## config.mk

```make
export PLATFORM = sky130hd
export DESIGN_NAME = sm3_hash_core
export DESIGN_NICKNAME = d
export VERILOG_FILES = /design/src/hdl/sm3_pkg.sv /design/src/hdl/sm3_datapath.sv /design/src/hdl/sm3_ctrl.sv /design/src/hdl/sm3_hash_core.sv
export SDC_FILE = /design/constraint.sdc
export NUM_CORES = 2
export LEC_CHECK = 0
export CAP_MARGIN = 0
export CORE_MARGIN = 2
export CORE_UTILIZATION = 43
export DETAILED_ROUTE_END_ITERATION = 10
export DONT_BUFFER_PORTS = 1
export PLACE_DENSITY_LB_ADDON = 0.15
export SLEW_MARGIN = 20
export SYNTH_ARGS = -nofsm -noshare
export SYNTH_HDL_FRONTEND = slang
export SYNTH_SLANG_ARGS = --single-unit
```

## constraint.sdc

```tcl
create_clock -name clk -period 14.57 [get_ports clk]
set_input_delay 2.1855 -clock clk [delete_from_list [all_inputs] [get_ports clk]]
set_output_delay 2.1855 -clock clk [all_outputs]
set_load 0.02 [all_outputs]
```

## src/hdl/sm3_pkg.sv

```systemverilog
// ----------------------------------------------------------------------------
// sm3_pkg
// Shared types, constants and round functions of the sm3 hash core.
// ----------------------------------------------------------------------------
package sm3_pkg;

    localparam logic [31:0] T_LOW  = 32'h79cc4519;
    localparam logic [31:0] T_HIGH = 32'h7a879d8a;
    localparam logic [7:0]  PAD_BYTE = 8'h80;
    localparam int unsigned DIGEST_WORDS = 8;
    localparam int unsigned BLOCK_WORDS  = 16;
    localparam int unsigned ROUNDS       = 64;

    localparam logic [255:0] SM3_IV = {
        32'h7380166f, 32'h4914b2b9, 32'h172442d7, 32'hda8a0600,
        32'ha96f30bc, 32'h163138aa, 32'he38dee4d, 32'hb0fb0e4e
    };

    // word pushed into the block buffer
    typedef enum logic [1:0] {
        SRC_MSG  = 2'd0,
        SRC_PAD  = 2'd1,
        SRC_LENH = 2'd2,
        SRC_LENL = 2'd3
    } push_src_t;

    // commands from the controller
    typedef struct packed {
        logic      push;
        push_src_t src;
        logic      pad_lead;
        logic      cap_word;
        logic      load_work;
        logic      round;
        logic      fold;
        logic      init;
        logic      shift_out;
    } sm3_cmd_t;

    // status to the controller
    typedef struct packed {
        logic       buf_full;
        logic [3:0] fill;
        logic       round_done;
    } sm3_stat_t;

    function automatic logic [31:0] rotl(input logic [31:0] x, input logic [4:0] n);
        logic [63:0] d;
        d = {x, x} << n;
        return d[63:32];
    endfunction

    function automatic logic [31:0] perm0(input logic [31:0] x);
        return x ^ rotl(x, 5'd9) ^ rotl(x, 5'd17);
    endfunction

    function automatic logic [31:0] perm1(input logic [31:0] x);
        return x ^ rotl(x, 5'd15) ^ rotl(x, 5'd23);
    endfunction

endpackage

```

## src/hdl/sm3_datapath.sv

```systemverilog
// ----------------------------------------------------------------------------
// sm3_datapath
// Block buffer with sliding expansion window, round registers, chain value,
// bit length counter and digest shift register.
// ----------------------------------------------------------------------------
module sm3_datapath
    import sm3_pkg::*;
(
    input  logic        clk,
    input  logic        rst_n,
    input  sm3_cmd_t    cmd,
    input  logic [31:0] msg_word,
    input  logic [2:0]  valid_bytes,
    input  logic        msg_last,
    output sm3_stat_t   stat,
    output logic [31:0] digest_word
);

    logic [31:0]  win_reg [BLOCK_WORDS];
    logic [31:0]  work_reg [8];
    logic [255:0] chain_reg;
    logic [255:0] out_reg;
    logic [63:0]  len_reg;
    logic [4:0]   fill_reg;
    logic [5:0]   round_reg;
    logic [31:0]  word_reg;
    logic [2:0]   vb_reg;
    logic         last_reg;

    logic [31:0] push_word;
    logic [31:0] keep;
    logic [31:0] pad;
    logic [2:0]  vb_eff;
    logic [31:0] ff, gg, tj, ss1, ss2, tt1, tt2, a12, wnew;
    logic [63:0] len_add;

    // clamp valid bytes, full word when not last
    always_comb
    begin
        if (!last_reg || vb_reg > 3'd4)
            vb_eff = 3'd4;
        else
            vb_eff = vb_reg;
        case (vb_eff)
            3'd0:    begin keep = 32'h0;        pad = {PAD_BYTE, 24'h0}; end
            3'd1:    begin keep = 32'hff000000; pad = {8'h0, PAD_BYTE, 16'h0}; end
            3'd2:    begin keep = 32'hffff0000; pad = {16'h0, PAD_BYTE, 8'h0}; end
            3'd3:    begin keep = 32'hffffff00; pad = {24'h0, PAD_BYTE}; end
            default: begin keep = 32'hffffffff; pad = 32'h0; end
        endcase
        len_add = {58'd0, vb_eff, 3'd0};
    end

    // word source for a buffer push
    always_comb
    begin
        case (cmd.src)
            SRC_MSG:  push_word = (word_reg & keep) | pad;
            SRC_PAD:  push_word = cmd.pad_lead ? {PAD_BYTE, 24'h0} : 32'h0;
            SRC_LENH: push_word = len_reg[63:32];
            SRC_LENL: push_word = len_reg[31:0];
            default:  push_word = 32'h0;
        endcase
    end

    // round logic
    always_comb
    begin
        tj  = (round_reg < 6'd16) ? T_LOW : T_HIGH;
        a12 = rotl(work_reg[0], 5'd12);
        if (round_reg < 6'd16)
        begin
            ff = work_reg[0] ^ work_reg[1] ^ work_reg[2];
            gg = work_reg[4] ^ work_reg[5] ^ work_reg[6];
        end
        else
        begin
            ff = (work_reg[0] & work_reg[1]) | (work_reg[0] & work_reg[2])
               | (work_reg[1] & work_reg[2]);
            gg = (work_reg[4] & work_reg[5]) | (~work_reg[4] & work_reg[6]);
        end
        ss1  = rotl(a12 + work_reg[4] + rotl(tj, round_reg[4:0]), 5'd7);
        ss2  = ss1 ^ a12;
        tt1  = ff + work_reg[3] + ss2 + (win_reg[0] ^ win_reg[4]);
        tt2  = gg + work_reg[7] + ss1 + win_reg[0];
        wnew = perm1(win_reg[0] ^ win_reg[7] ^ rotl(win_reg[13], 5'd15))
             ^ rotl(win_reg[3], 5'd7) ^ win_reg[10];
    end

    // buffer and work registers, no reset on payload
    always_ff @(posedge clk)
    begin
        if (cmd.cap_word)
        begin
            word_reg <= msg_word;
            vb_reg   <= valid_bytes;
            last_reg <= msg_last;
        end
        if (cmd.push)
            win_reg[fill_reg[3:0]] <= push_word;
        else if (cmd.round)
        begin
            for (int i = 0; i < BLOCK_WORDS - 1; i++)
                win_reg[i] <= win_reg[i + 1];
            win_reg[BLOCK_WORDS - 1] <= wnew;
        end
        if (cmd.load_work)
        begin
            for (int i = 0; i < 8; i++)
                work_reg[i] <= chain_reg[255 - 32 * i -: 32];
        end
        else if (cmd.round)
        begin
            work_reg[0] <= tt1;
            work_reg[1] <= work_reg[0];
            work_reg[2] <= rotl(work_reg[1], 5'd9);
            work_reg[3] <= work_reg[2];
            work_reg[4] <= perm0(tt2);
            work_reg[5] <= work_reg[4];
            work_reg[6] <= rotl(work_reg[5], 5'd19);
            work_reg[7] <= work_reg[6];
        end
        if (cmd.fold)
            out_reg <= chain_reg ^ {work_reg[0], work_reg[1], work_reg[2], work_reg[3],
                                    work_reg[4], work_reg[5], work_reg[6], work_reg[7]};
        else if (cmd.shift_out)
            out_reg <= {out_reg[223:0], 32'h0};
    end

    // control state of the datapath
    always_ff @(posedge clk or negedge rst_n)
    begin
        if (!rst_n)
        begin
            chain_reg <= SM3_IV;
            len_reg   <= '0;
            fill_reg  <= '0;
            round_reg <= '0;
        end
        else
        begin
            if (cmd.init)
            begin
                chain_reg <= SM3_IV;
                len_reg   <= '0;
            end
            else
            begin
                if (cmd.fold)
                    chain_reg <= chain_reg ^ {work_reg[0], work_reg[1], work_reg[2],
                                              work_reg[3], work_reg[4], work_reg[5],
                                              work_reg[6], work_reg[7]};
                if (cmd.push && cmd.src == SRC_MSG)
                    len_reg <= len_reg + len_add;
            end
            if (cmd.push)
                fill_reg <= fill_reg + 5'd1;
            else if (cmd.fold)
                fill_reg <= '0;
            if (cmd.round)
                round_reg <= round_reg + 6'd1;
        end
    end

    assign stat.buf_full   = fill_reg[4];
    assign stat.fill       = fill_reg[3:0];
    assign stat.round_done = (round_reg == 6'(ROUNDS - 1));
    assign digest_word     = out_reg[255:224];

endmodule

```

## src/hdl/sm3_ctrl.sv

```systemverilog
// ----------------------------------------------------------------------------
// sm3_ctrl
// Sequencer: takes words, pads the final block, runs 64 rounds per block
// and hands out eight digest words.
// ----------------------------------------------------------------------------
module sm3_ctrl
    import sm3_pkg::*;
(
    input  logic      clk,
    input  logic      rst_n,
    input  logic      in_valid,
    output logic      in_ready,
    input  logic      msg_last,
    input  logic [2:0] valid_bytes,
    output logic      out_valid,
    input  logic      out_ready,
    output logic      digest_last,
    input  sm3_stat_t stat,
    output sm3_cmd_t  cmd
);

    localparam logic [2:0] ST_IDLE  = 3'd0;
    localparam logic [2:0] ST_PUSH  = 3'd1;
    localparam logic [2:0] ST_LOAD  = 3'd2;
    localparam logic [2:0] ST_ROUND = 3'd3;
    localparam logic [2:0] ST_FOLD  = 3'd4;
    localparam logic [2:0] ST_PAD   = 3'd5;
    localparam logic [2:0] ST_OUT   = 3'd6;

    logic [2:0] state_reg, state_next;
    logic [1:0] phase_reg, phase_next;    // 0 msg, 1 extra 0x80, 2 zero fill, 3 length
    logic       fin_reg, fin_next;        // message ended, padding in progress
    logic       full_reg, full_next;      // last word had four bytes
    logic [2:0] cnt_reg, cnt_next;

    always_comb
    begin
        state_next = state_reg;
        phase_next = phase_reg;
        fin_next   = fin_reg;
        full_next  = full_reg;
        cnt_next   = cnt_reg;
        cmd        = '0;
        in_ready   = 1'b0;
        case (state_reg)
            ST_IDLE:
            begin
                in_ready = 1'b1;
                if (in_valid)
                begin
                    cmd.cap_word = 1'b1;
                    fin_next     = msg_last;
                    full_next    = !msg_last || valid_bytes >= 3'd4;
                    state_next   = ST_PUSH;
                end
            end
            // push the captured word
            ST_PUSH:
            begin
                cmd.push   = 1'b1;
                cmd.src    = SRC_MSG;
                phase_next = (fin_reg && full_reg) ? 2'd1 : 2'd2;
                state_next = (stat.fill == 4'd15) ? ST_LOAD : (fin_reg ? ST_PAD : ST_IDLE);
            end
            // padding words after the last message word
            ST_PAD:
            begin
                cmd.push = 1'b1;
                if (phase_reg == 2'd1)
                begin
                    cmd.src      = SRC_PAD;
                    cmd.pad_lead = 1'b1;
                end
                else if (stat.fill == 4'd14)
                    cmd.src = SRC_LENH;
                else if (stat.fill == 4'd15 && phase_reg == 2'd3)
                    cmd.src = SRC_LENL;
                else
                    cmd.src = SRC_PAD;
                if (phase_reg == 2'd1)
                    phase_next = 2'd2;
                if (stat.fill == 4'd15)
                    state_next = ST_LOAD;
            end
            ST_LOAD:
            begin
                cmd.load_work = 1'b1;
                state_next    = ST_ROUND;
            end
            ST_ROUND:
            begin
                cmd.round = 1'b1;
                if (stat.round_done)
                    state_next = ST_FOLD;
            end
            ST_FOLD:
            begin
                cmd.fold = 1'b1;
                if (!fin_reg)
                    state_next = ST_IDLE;
                else if (phase_reg == 2'd3)
                begin
                    cnt_next   = '0;
                    state_next = ST_OUT;
                end
                else
                    state_next = ST_PAD;
            end
            ST_OUT:
            begin
                if (out_ready)
                begin
                    cmd.shift_out = 1'b1;
                    cnt_next      = cnt_reg + 3'd1;
                    if (cnt_reg == 3'(DIGEST_WORDS - 1))
                    begin
                        cmd.init   = 1'b1;
                        fin_next   = 1'b0;
                        state_next = ST_IDLE;
                    end
                end
            end
            default: state_next = ST_IDLE;
        endcase
        // the high length word marks the closing block
        if (cmd.push && cmd.src == SRC_LENH)
            phase_next = 2'd3;
    end

    // state registers
    always_ff @(posedge clk or negedge rst_n)
    begin
        if (!rst_n)
        begin
            state_reg <= ST_IDLE;
            phase_reg <= '0;
            fin_reg   <= 1'b0;
            full_reg  <= 1'b0;
            cnt_reg   <= '0;
        end
        else
        begin
            state_reg <= state_next;
            phase_reg <= phase_next;
            fin_reg   <= fin_next;
            full_reg  <= full_next;
            cnt_reg   <= cnt_next;
        end
    end

    assign out_valid   = (state_reg == ST_OUT);
    assign digest_last = (state_reg == ST_OUT) && (cnt_reg == 3'(DIGEST_WORDS - 1));

endmodule

```

## src/hdl/sm3_hash_core.sv

```systemverilog
// ----------------------------------------------------------------------------
// sm3_hash_core
// SM3 hash of a word stream, digest out as eight 32-bit words.
// ----------------------------------------------------------------------------
// Input channel: msg_word, valid_bytes, msg_last under in_valid/in_ready.
// Words are big-endian; only the word with msg_last may carry fewer than
// four valid bytes. in_ready is low while a taken word is pushed; the
// sixteenth word of a block starts a compression (load, 64 rounds, fold)
// during which in_ready stays low, so a long message is paced by the
// single round unit doing one round per cycle.
// After the last word the block appends 0x80, zero fill and the 64-bit bit
// length over one or two blocks, then raises out_valid with digest_word V0
// first; digest_last marks the eighth word. A stalled receiver holds the
// current word; the next message is taken once the eighth word transfers.
// Reset loads the initial vector and clears the length and fill counters.
// ----------------------------------------------------------------------------
module sm3_hash_core
    import sm3_pkg::*;
(
    input  logic        clk,
    input  logic        rst_n,
    input  logic        in_valid,
    output logic        in_ready,
    input  logic [31:0] msg_word,
    input  logic [2:0]  valid_bytes,
    input  logic        msg_last,
    output logic        out_valid,
    input  logic        out_ready,
    output logic [31:0] digest_word,
    output logic        digest_last
);

    sm3_cmd_t  cmd;
    sm3_stat_t stat;

    sm3_ctrl u_ctrl (
        .clk         (clk),
        .rst_n       (rst_n),
        .in_valid    (in_valid),
        .in_ready    (in_ready),
        .msg_last    (msg_last),
        .valid_bytes (valid_bytes),
        .out_valid   (out_valid),
        .out_ready   (out_ready),
        .digest_last (digest_last),
        .stat        (stat),
        .cmd         (cmd)
    );

    sm3_datapath u_dp (
        .clk         (clk),
        .rst_n       (rst_n),
        .cmd         (cmd),
        .msg_word    (msg_word),
        .valid_bytes (valid_bytes),
        .msg_last    (msg_last),
        .stat        (stat),
        .digest_word (digest_word)
    );

endmodule

```

Word level (Yosys, flattened, before mapping)
Memory sizes are Yosys's and may differ from the RTL's.
Index checks and enable logic that the tools add are counted.
{"block": "word_totals", "register_bits": 633, "mem_bits_rw": 768, "inputBits": 40, "word_cells": 189, "n_memories": 2}
{"block": "op_classes", "add_sub_neg": 12, "order_cmp": 3, "eq_ne": 26, "n_shift": 1, "n_mux": 73, "n_bitwise": 34, "n_reduce_logical": 25}
{"name": "u_dp.win_reg", "depth": 16, "width": 32, "rd": 16, "rd_clocked_by_memory_dff": 0, "wr": 16, "line": "sm3_datapath.sv:19", "rtl": "logic [31:0] win_reg [BLOCK_WORDS];"}
{"name": "u_dp.work_reg", "depth": 8, "width": 32, "rd": 8, "rd_clocked_by_memory_dff": 0, "wr": 8, "line": "sm3_datapath.sv:20", "rtl": "logic [31:0] work_reg [8];"}
{"operator": "$mux W256", "count": 4}
{"operator": "$xor A32 B32 Y32", "count": 14}
{"operator": "$mux W32", "count": 12}
{"operator": "$pmux W32 S4", "count": 3}
{"operator": "$add A32 B32 Y32", "count": 8}
{"operator": "$xor A256 B256 Y256", "count": 1}
{"operator": "$and A32 B32 Y32", "count": 6}
{"operator": "$mux W64", "count": 2}
{"operator": "$or A32 B32 Y32", "count": 4}
{"operator": "$add A64 B6 Y64", "count": 1}
{"operator": "$shl A64 B5 Y64", "count": 1}
{"operator": "$mux W3", "count": 12}
{"operator": "$not A32 Y32", "count": 1}
{"operator": "$reduce_or A32 Y1", "count": 1}
{"operator": "$mux W26", "count": 1}
{"operator": "$mux W1", "count": 22}
{"operator": "$pmux W3 S7", "count": 1}
{"operator": "$mux W2", "count": 9}
{"operator": "$eq A3 B2 Y1 const B", "count": 4}
{"operator": "$eq A3 B3 Y1 const B", "count": 4}
{"operator": "$pmux W3 S2", "count": 2}
{"operator": "$reduce_bool A2 Y1", "count": 6}
{"operator": "$mux W5", "count": 2}
{"operator": "$ne A2 B1 Y1 const B", "count": 5}
{"operator": "26 further kinds", "count": 48}

Longest topological paths before layout
An unclocked memory read counts as a cell.
{"block": "depth", "ltp_word": 11, "mapped_depth": 44, "depth_no_buf": 40}

Cells and area by module
From an unflattened synthesis, not the netlist that was laid out.
{"block": "hier_totals", "cells_unflattened": 6503, "area_unflattened_um2": 75122.0}
{"module": "sm3_datapath", "instances": 1, "cells_each": 6417, "area_per_inst_um2": 74363.8, "seq_area_each_um2": 40187.3}
{"module": "sm3_ctrl", "instances": 1, "cells_each": 86, "area_per_inst_um2": 758.2, "seq_area_each_um2": 250.2}

Least setup slack after synthesis
Ideal clock, no wire load.
{"block": "synth_path", "path_type": "register to register", "startpoint": "register u_ctrl.state_reg[2]", "endpoint": "memory u_dp.win_reg[14][0], enable pin", "setup_time_ns": 0.466, "t_arrival_ns": 15.082, "required_ns": 14.104, "path_slack_ns": -0.977, "stages_incl_launch_ff": 9, "synth_period_minus_slack_ns": 15.547, "cell_sequence": "dfrtp_1 buf_1 nor2b_1 nand2_1 clkbuf_1 clkbuf_1 clkbuf_1 clkbuf_1 o21ai_0"}
{"element": "start, declared", "line": "sm3_ctrl.sv:30", "rtl": "logic [2:0] state_reg, state_next;"}
{"element": "start signal, assigned", "line": "sm3_ctrl.sv:143", "rtl": "state_reg <= state_next;"}
{"element": "end, declared", "line": "sm3_datapath.sv:19"}

==> flow_metrics.env <==
export IMPL_clockBufferDepth=3
export IMPL_die_x_um=420.8
export IMPL_final_nets=6865
export IMPL_synth_net_count=6998
export IMPL_cp_required_ns=15.22
export IMPL_clkSinkCount=1397
export IMPL_hold_class="reg2reg"
export IMPL_rsz0062_at_grt="false"
export IMPL_cts_buffers=158
export IMPL_slew_viol_final=0
export IMPL_yosysMostFrequentCell="edfxtp_1"
export IMPL_synth_top_flop_cell="edfxtp_1"
export IMPL_design_area_sq_mm=0.08211
export IMPL_globalRouteMet3Util_pct=3.339
export IMPL_p_leak_nw=31.55
export IMPL_io_buffers=0
export IMPL_vias=49700
export IMPL_async_reset_ff_share_pct=24.12
export IMPL_cts_resized=0
export IMPL_cts_setup_buffers=0
export IMPL_die_height_um=420.8
export IMPL_globalRouteTotalUtil_pct=26.85
export IMPL_dp_cells=8676
export IMPL_reg2reg_from="u_dp.round_reg[4]$_DFFE_PN0P_"
export IMPL_setup_viol=0
export IMPL_place_area_sq_mm=0.07683
export IMPL_synthDominantCellAreaShare_pct=42.60
export IMPL_synth_avg_cell_area_sq_um=11.21
export IMPL_antenna_found_initial=12
export IMPL_path_class="reg2reg"
export IMPL_wl_um=237000
export IMPL_min_to="u_dp.win_reg[13][1]$_DFFE_PP_"
export IMPL_synth_top_cells_by_area="edfxtp_1, dfrtp_1, xnor2_1"
export IMPL_endpoint_kind="flip-flop"
export IMPL_whs_path_depth=1
export IMPL_dp_hpwl_um=164200
export IMPL_clock_skew_ns=0.04501
export IMPL_grt_pass1_wl_um=343600
export IMPL_grt_pass1_vias=48070
export IMPL_area_growth_pct=9.892
export IMPL_ff_latch_area_sq_mm=0.04041
export IMPL_worst_pin_slew_ns=1.283
export IMPL_instances_no_fill=8981
export IMPL_rr_worst_depth=39
export IMPL_fp_dieArea_sq_mm=0.1771
export IMPL_use_met2_pct=43.67
export IMPL_io_pins=75
export IMPL_synth_cell_type_count=89
export IMPL_hold_path_startpoint="u_dp.win_reg[14][1]$_DFFE_PP_"
export IMPL_status="finished clean"
export IMPL_cts_htree_levels=4
export IMPL_largest_reg_flops=512
export IMPL_multi_input_area_sq_mm=0.03171
export IMPL_setup_worst_path_start="u_dp.round_reg[4]$_DFFE_PN0P_"
export IMPL_crit_path_max_fanout=49
export IMPL_core_area_sq_mm=0.1721
export IMPL_vdd_ir_drop_worst_mv=0.1184
export IMPL_timing_final_crit_share_pct=74.06
export IMPL_rows=152
export IMPL_synth_seq_area_share_pct=54.09
export IMPL_fmax_mhz=92.68
export IMPL_fill_cells=15730
export IMPL_clk_latency_ns=0.84
export IMPL_met1_usage_pct=37.41
export IMPL_drt_iter0_drc=5356
export IMPL_max_cap_violations=0
export IMPL_post_drt_wl_per_cell_um=26.39
export IMPL_netlist_instances=6662
export IMPL_ctsHoldBuffers=0
export IMPL_overflow=0
export IMPL_routed_via_density=5.534
export IMPL_max_stage_delay_ns=0.62
export IMPL_synth_area_sq_mm=0.07471
export IMPL_clock_root_buffer="clkbuf_16"
export IMPL_netlist_top_cells_count="edfxtp_1, nand2_1, o21ai_0"
export IMPL_clkTransAtPathRegs_ns=0.06
export IMPL_tritoncts="yes"
export IMPL_min_period_ns=10.79
export IMPL_ant_nets=0
export IMPL_grt_busiest_layer="met2"
export IMPL_synth_edf_count=1060
export IMPL_power_density_mw_per_mm2=100.8
export IMPL_worstReg2RegEnd="u_dp.work_reg[0][30]$_DFFE_PP_"
export IMPL_synth_seq_cells=1397
export IMPL_grt_max_degree=338
export IMPL_finalSetupTns_ns=0
export IMPL_synth_warnings=0
export IMPL_worstSetupStartpointType="flip-flop"
export IMPL_rrSetupSlack_ns=3.78
export IMPL_drc=0
export IMPL_place_congestion=0.9438
export IMPL_crit_slowest_cell="o31ai_1"
export IMPL_worst_hold_slack_ns=0.5038
export IMPL_start_util_pct=43.41
export IMPL_max_slew_margin_rel_pct=14.44
export IMPL_drive_gt1_share_pct=8.720
export IMPL_yosysTopAreaCell="edfxtp_1"
export IMPL_firstDrtPassIters=7
export IMPL_hold_viol_final=0
export IMPL_cp_arrival_ns=11.44
[worst max-delay path: cells and delay by family, from the launching register on]
kind                     cells  cell delay (ns)
XOR/XNOR                     1             0.22
adder cells (fa/ha/maj)      7             2.97
flip-flops                   1             0.36
buffers and inverters        5             1.16
AND/OR/NAND/NOR              5             0.64
AO/OA/AOI/OAI               20             4.89
multiplexers                 1             0.31
[layout by cell type (no fill, tap or decap), drive strengths merged, types with 12 or more instances in the layout]
master and n:
edfxtp 1060, buf 79, nor3 29, nand2 943
inv 328, nand3 53, nor2b 13, a21oi 263
o21ai 597, a211oi 14, a221oi 23, mux2i 68
dfstp 119, fa 189, xnor2 554, a31o 13
dfrtp 218, a21o 150, clkbuf 212, xor2 328
a31oi 31, ha 107, or3 18, a22oi 35
clkinv 61, nor2 370, mux2 72, and3 138
o21a 392, o31ai 12, nand2b 17, nand4 16
[layout make-up]
class	count	area share, %
antenna	8	0.02438
inverter	322	1.475
multi-input combinational	4571	38.62
tap	2310	3.520
clock buffer	212	5.311
sequential	1397	49.22
timing repair buffer	79	0.8534
clock inverter	82	0.9738
[power breakdown]
| group | total [mW] | internal, mW | switching, mW | leakage, nW |
|---|---|---|---|---|
| combinational | 0.0232 | 0.00236 | 0.0208 | 15.7 |
| sequential | 4.24 | 4.24 | 0 | 13.3 |
| clock | 4.01 | 2.27 | 1.75 | 2.50 |
| total | 8.28 | 6.51 | 1.77 | 31.5 |
[worst max path at each step]
stage	end	slack (ns)	cells after the start
finish	u_dp.work_reg[0][30]$_DFFE_PP_	3.78	39
global route	u_dp.work_reg[0][28]$_DFFE_PP_	3.28	39
CTS	u_dp.work_reg[0][30]$_DFFE_PP_	3.98	39
detailed placement	u_dp.work_reg[0][30]$_DFFE_PP_	4.02	39
global placement	u_dp.work_reg[0][30]$_DFFE_PP_	4.03	39
floorplan	u_dp.win_reg[14][0]$_DFFE_PP_	4.22	8
[per-layer routing]
| layer | vias to the layer above | wire length [um] |
|---|---|---|
| met3 | 250 | 11740 |
| met2 | 1343 | 112500 |
| met4 | 0 | 7294 |
| met1 | 25260 | 105500 |
| li1 | 22850 | - |
| met5 | - | 0 |
[per-stage QoR]
step	setup slack (ns)	utilization, %	power, mW
floorplan	4.222	-	4.322
global placement	4.025	44.63	4.322
detailed placement	4.020	44.64	4.322
CTS	3.975	47.64	8.316
global route	3.280	47.70	8.498
finish	3.780	47.70	8.279
[cells by family after synthesis]
kind of cell,synth area share [%]
AO/OA/AOI/OAI,13.56
XOR/XNOR,10.57
adder cells (fa/ha/maj),6.856
buffers and inverters,3.686
flip-flops,54.09
multiplexers,1.996
AND/OR/NAND/NOR,9.246
Note: power is estimated with default switching activity, not from simulation.
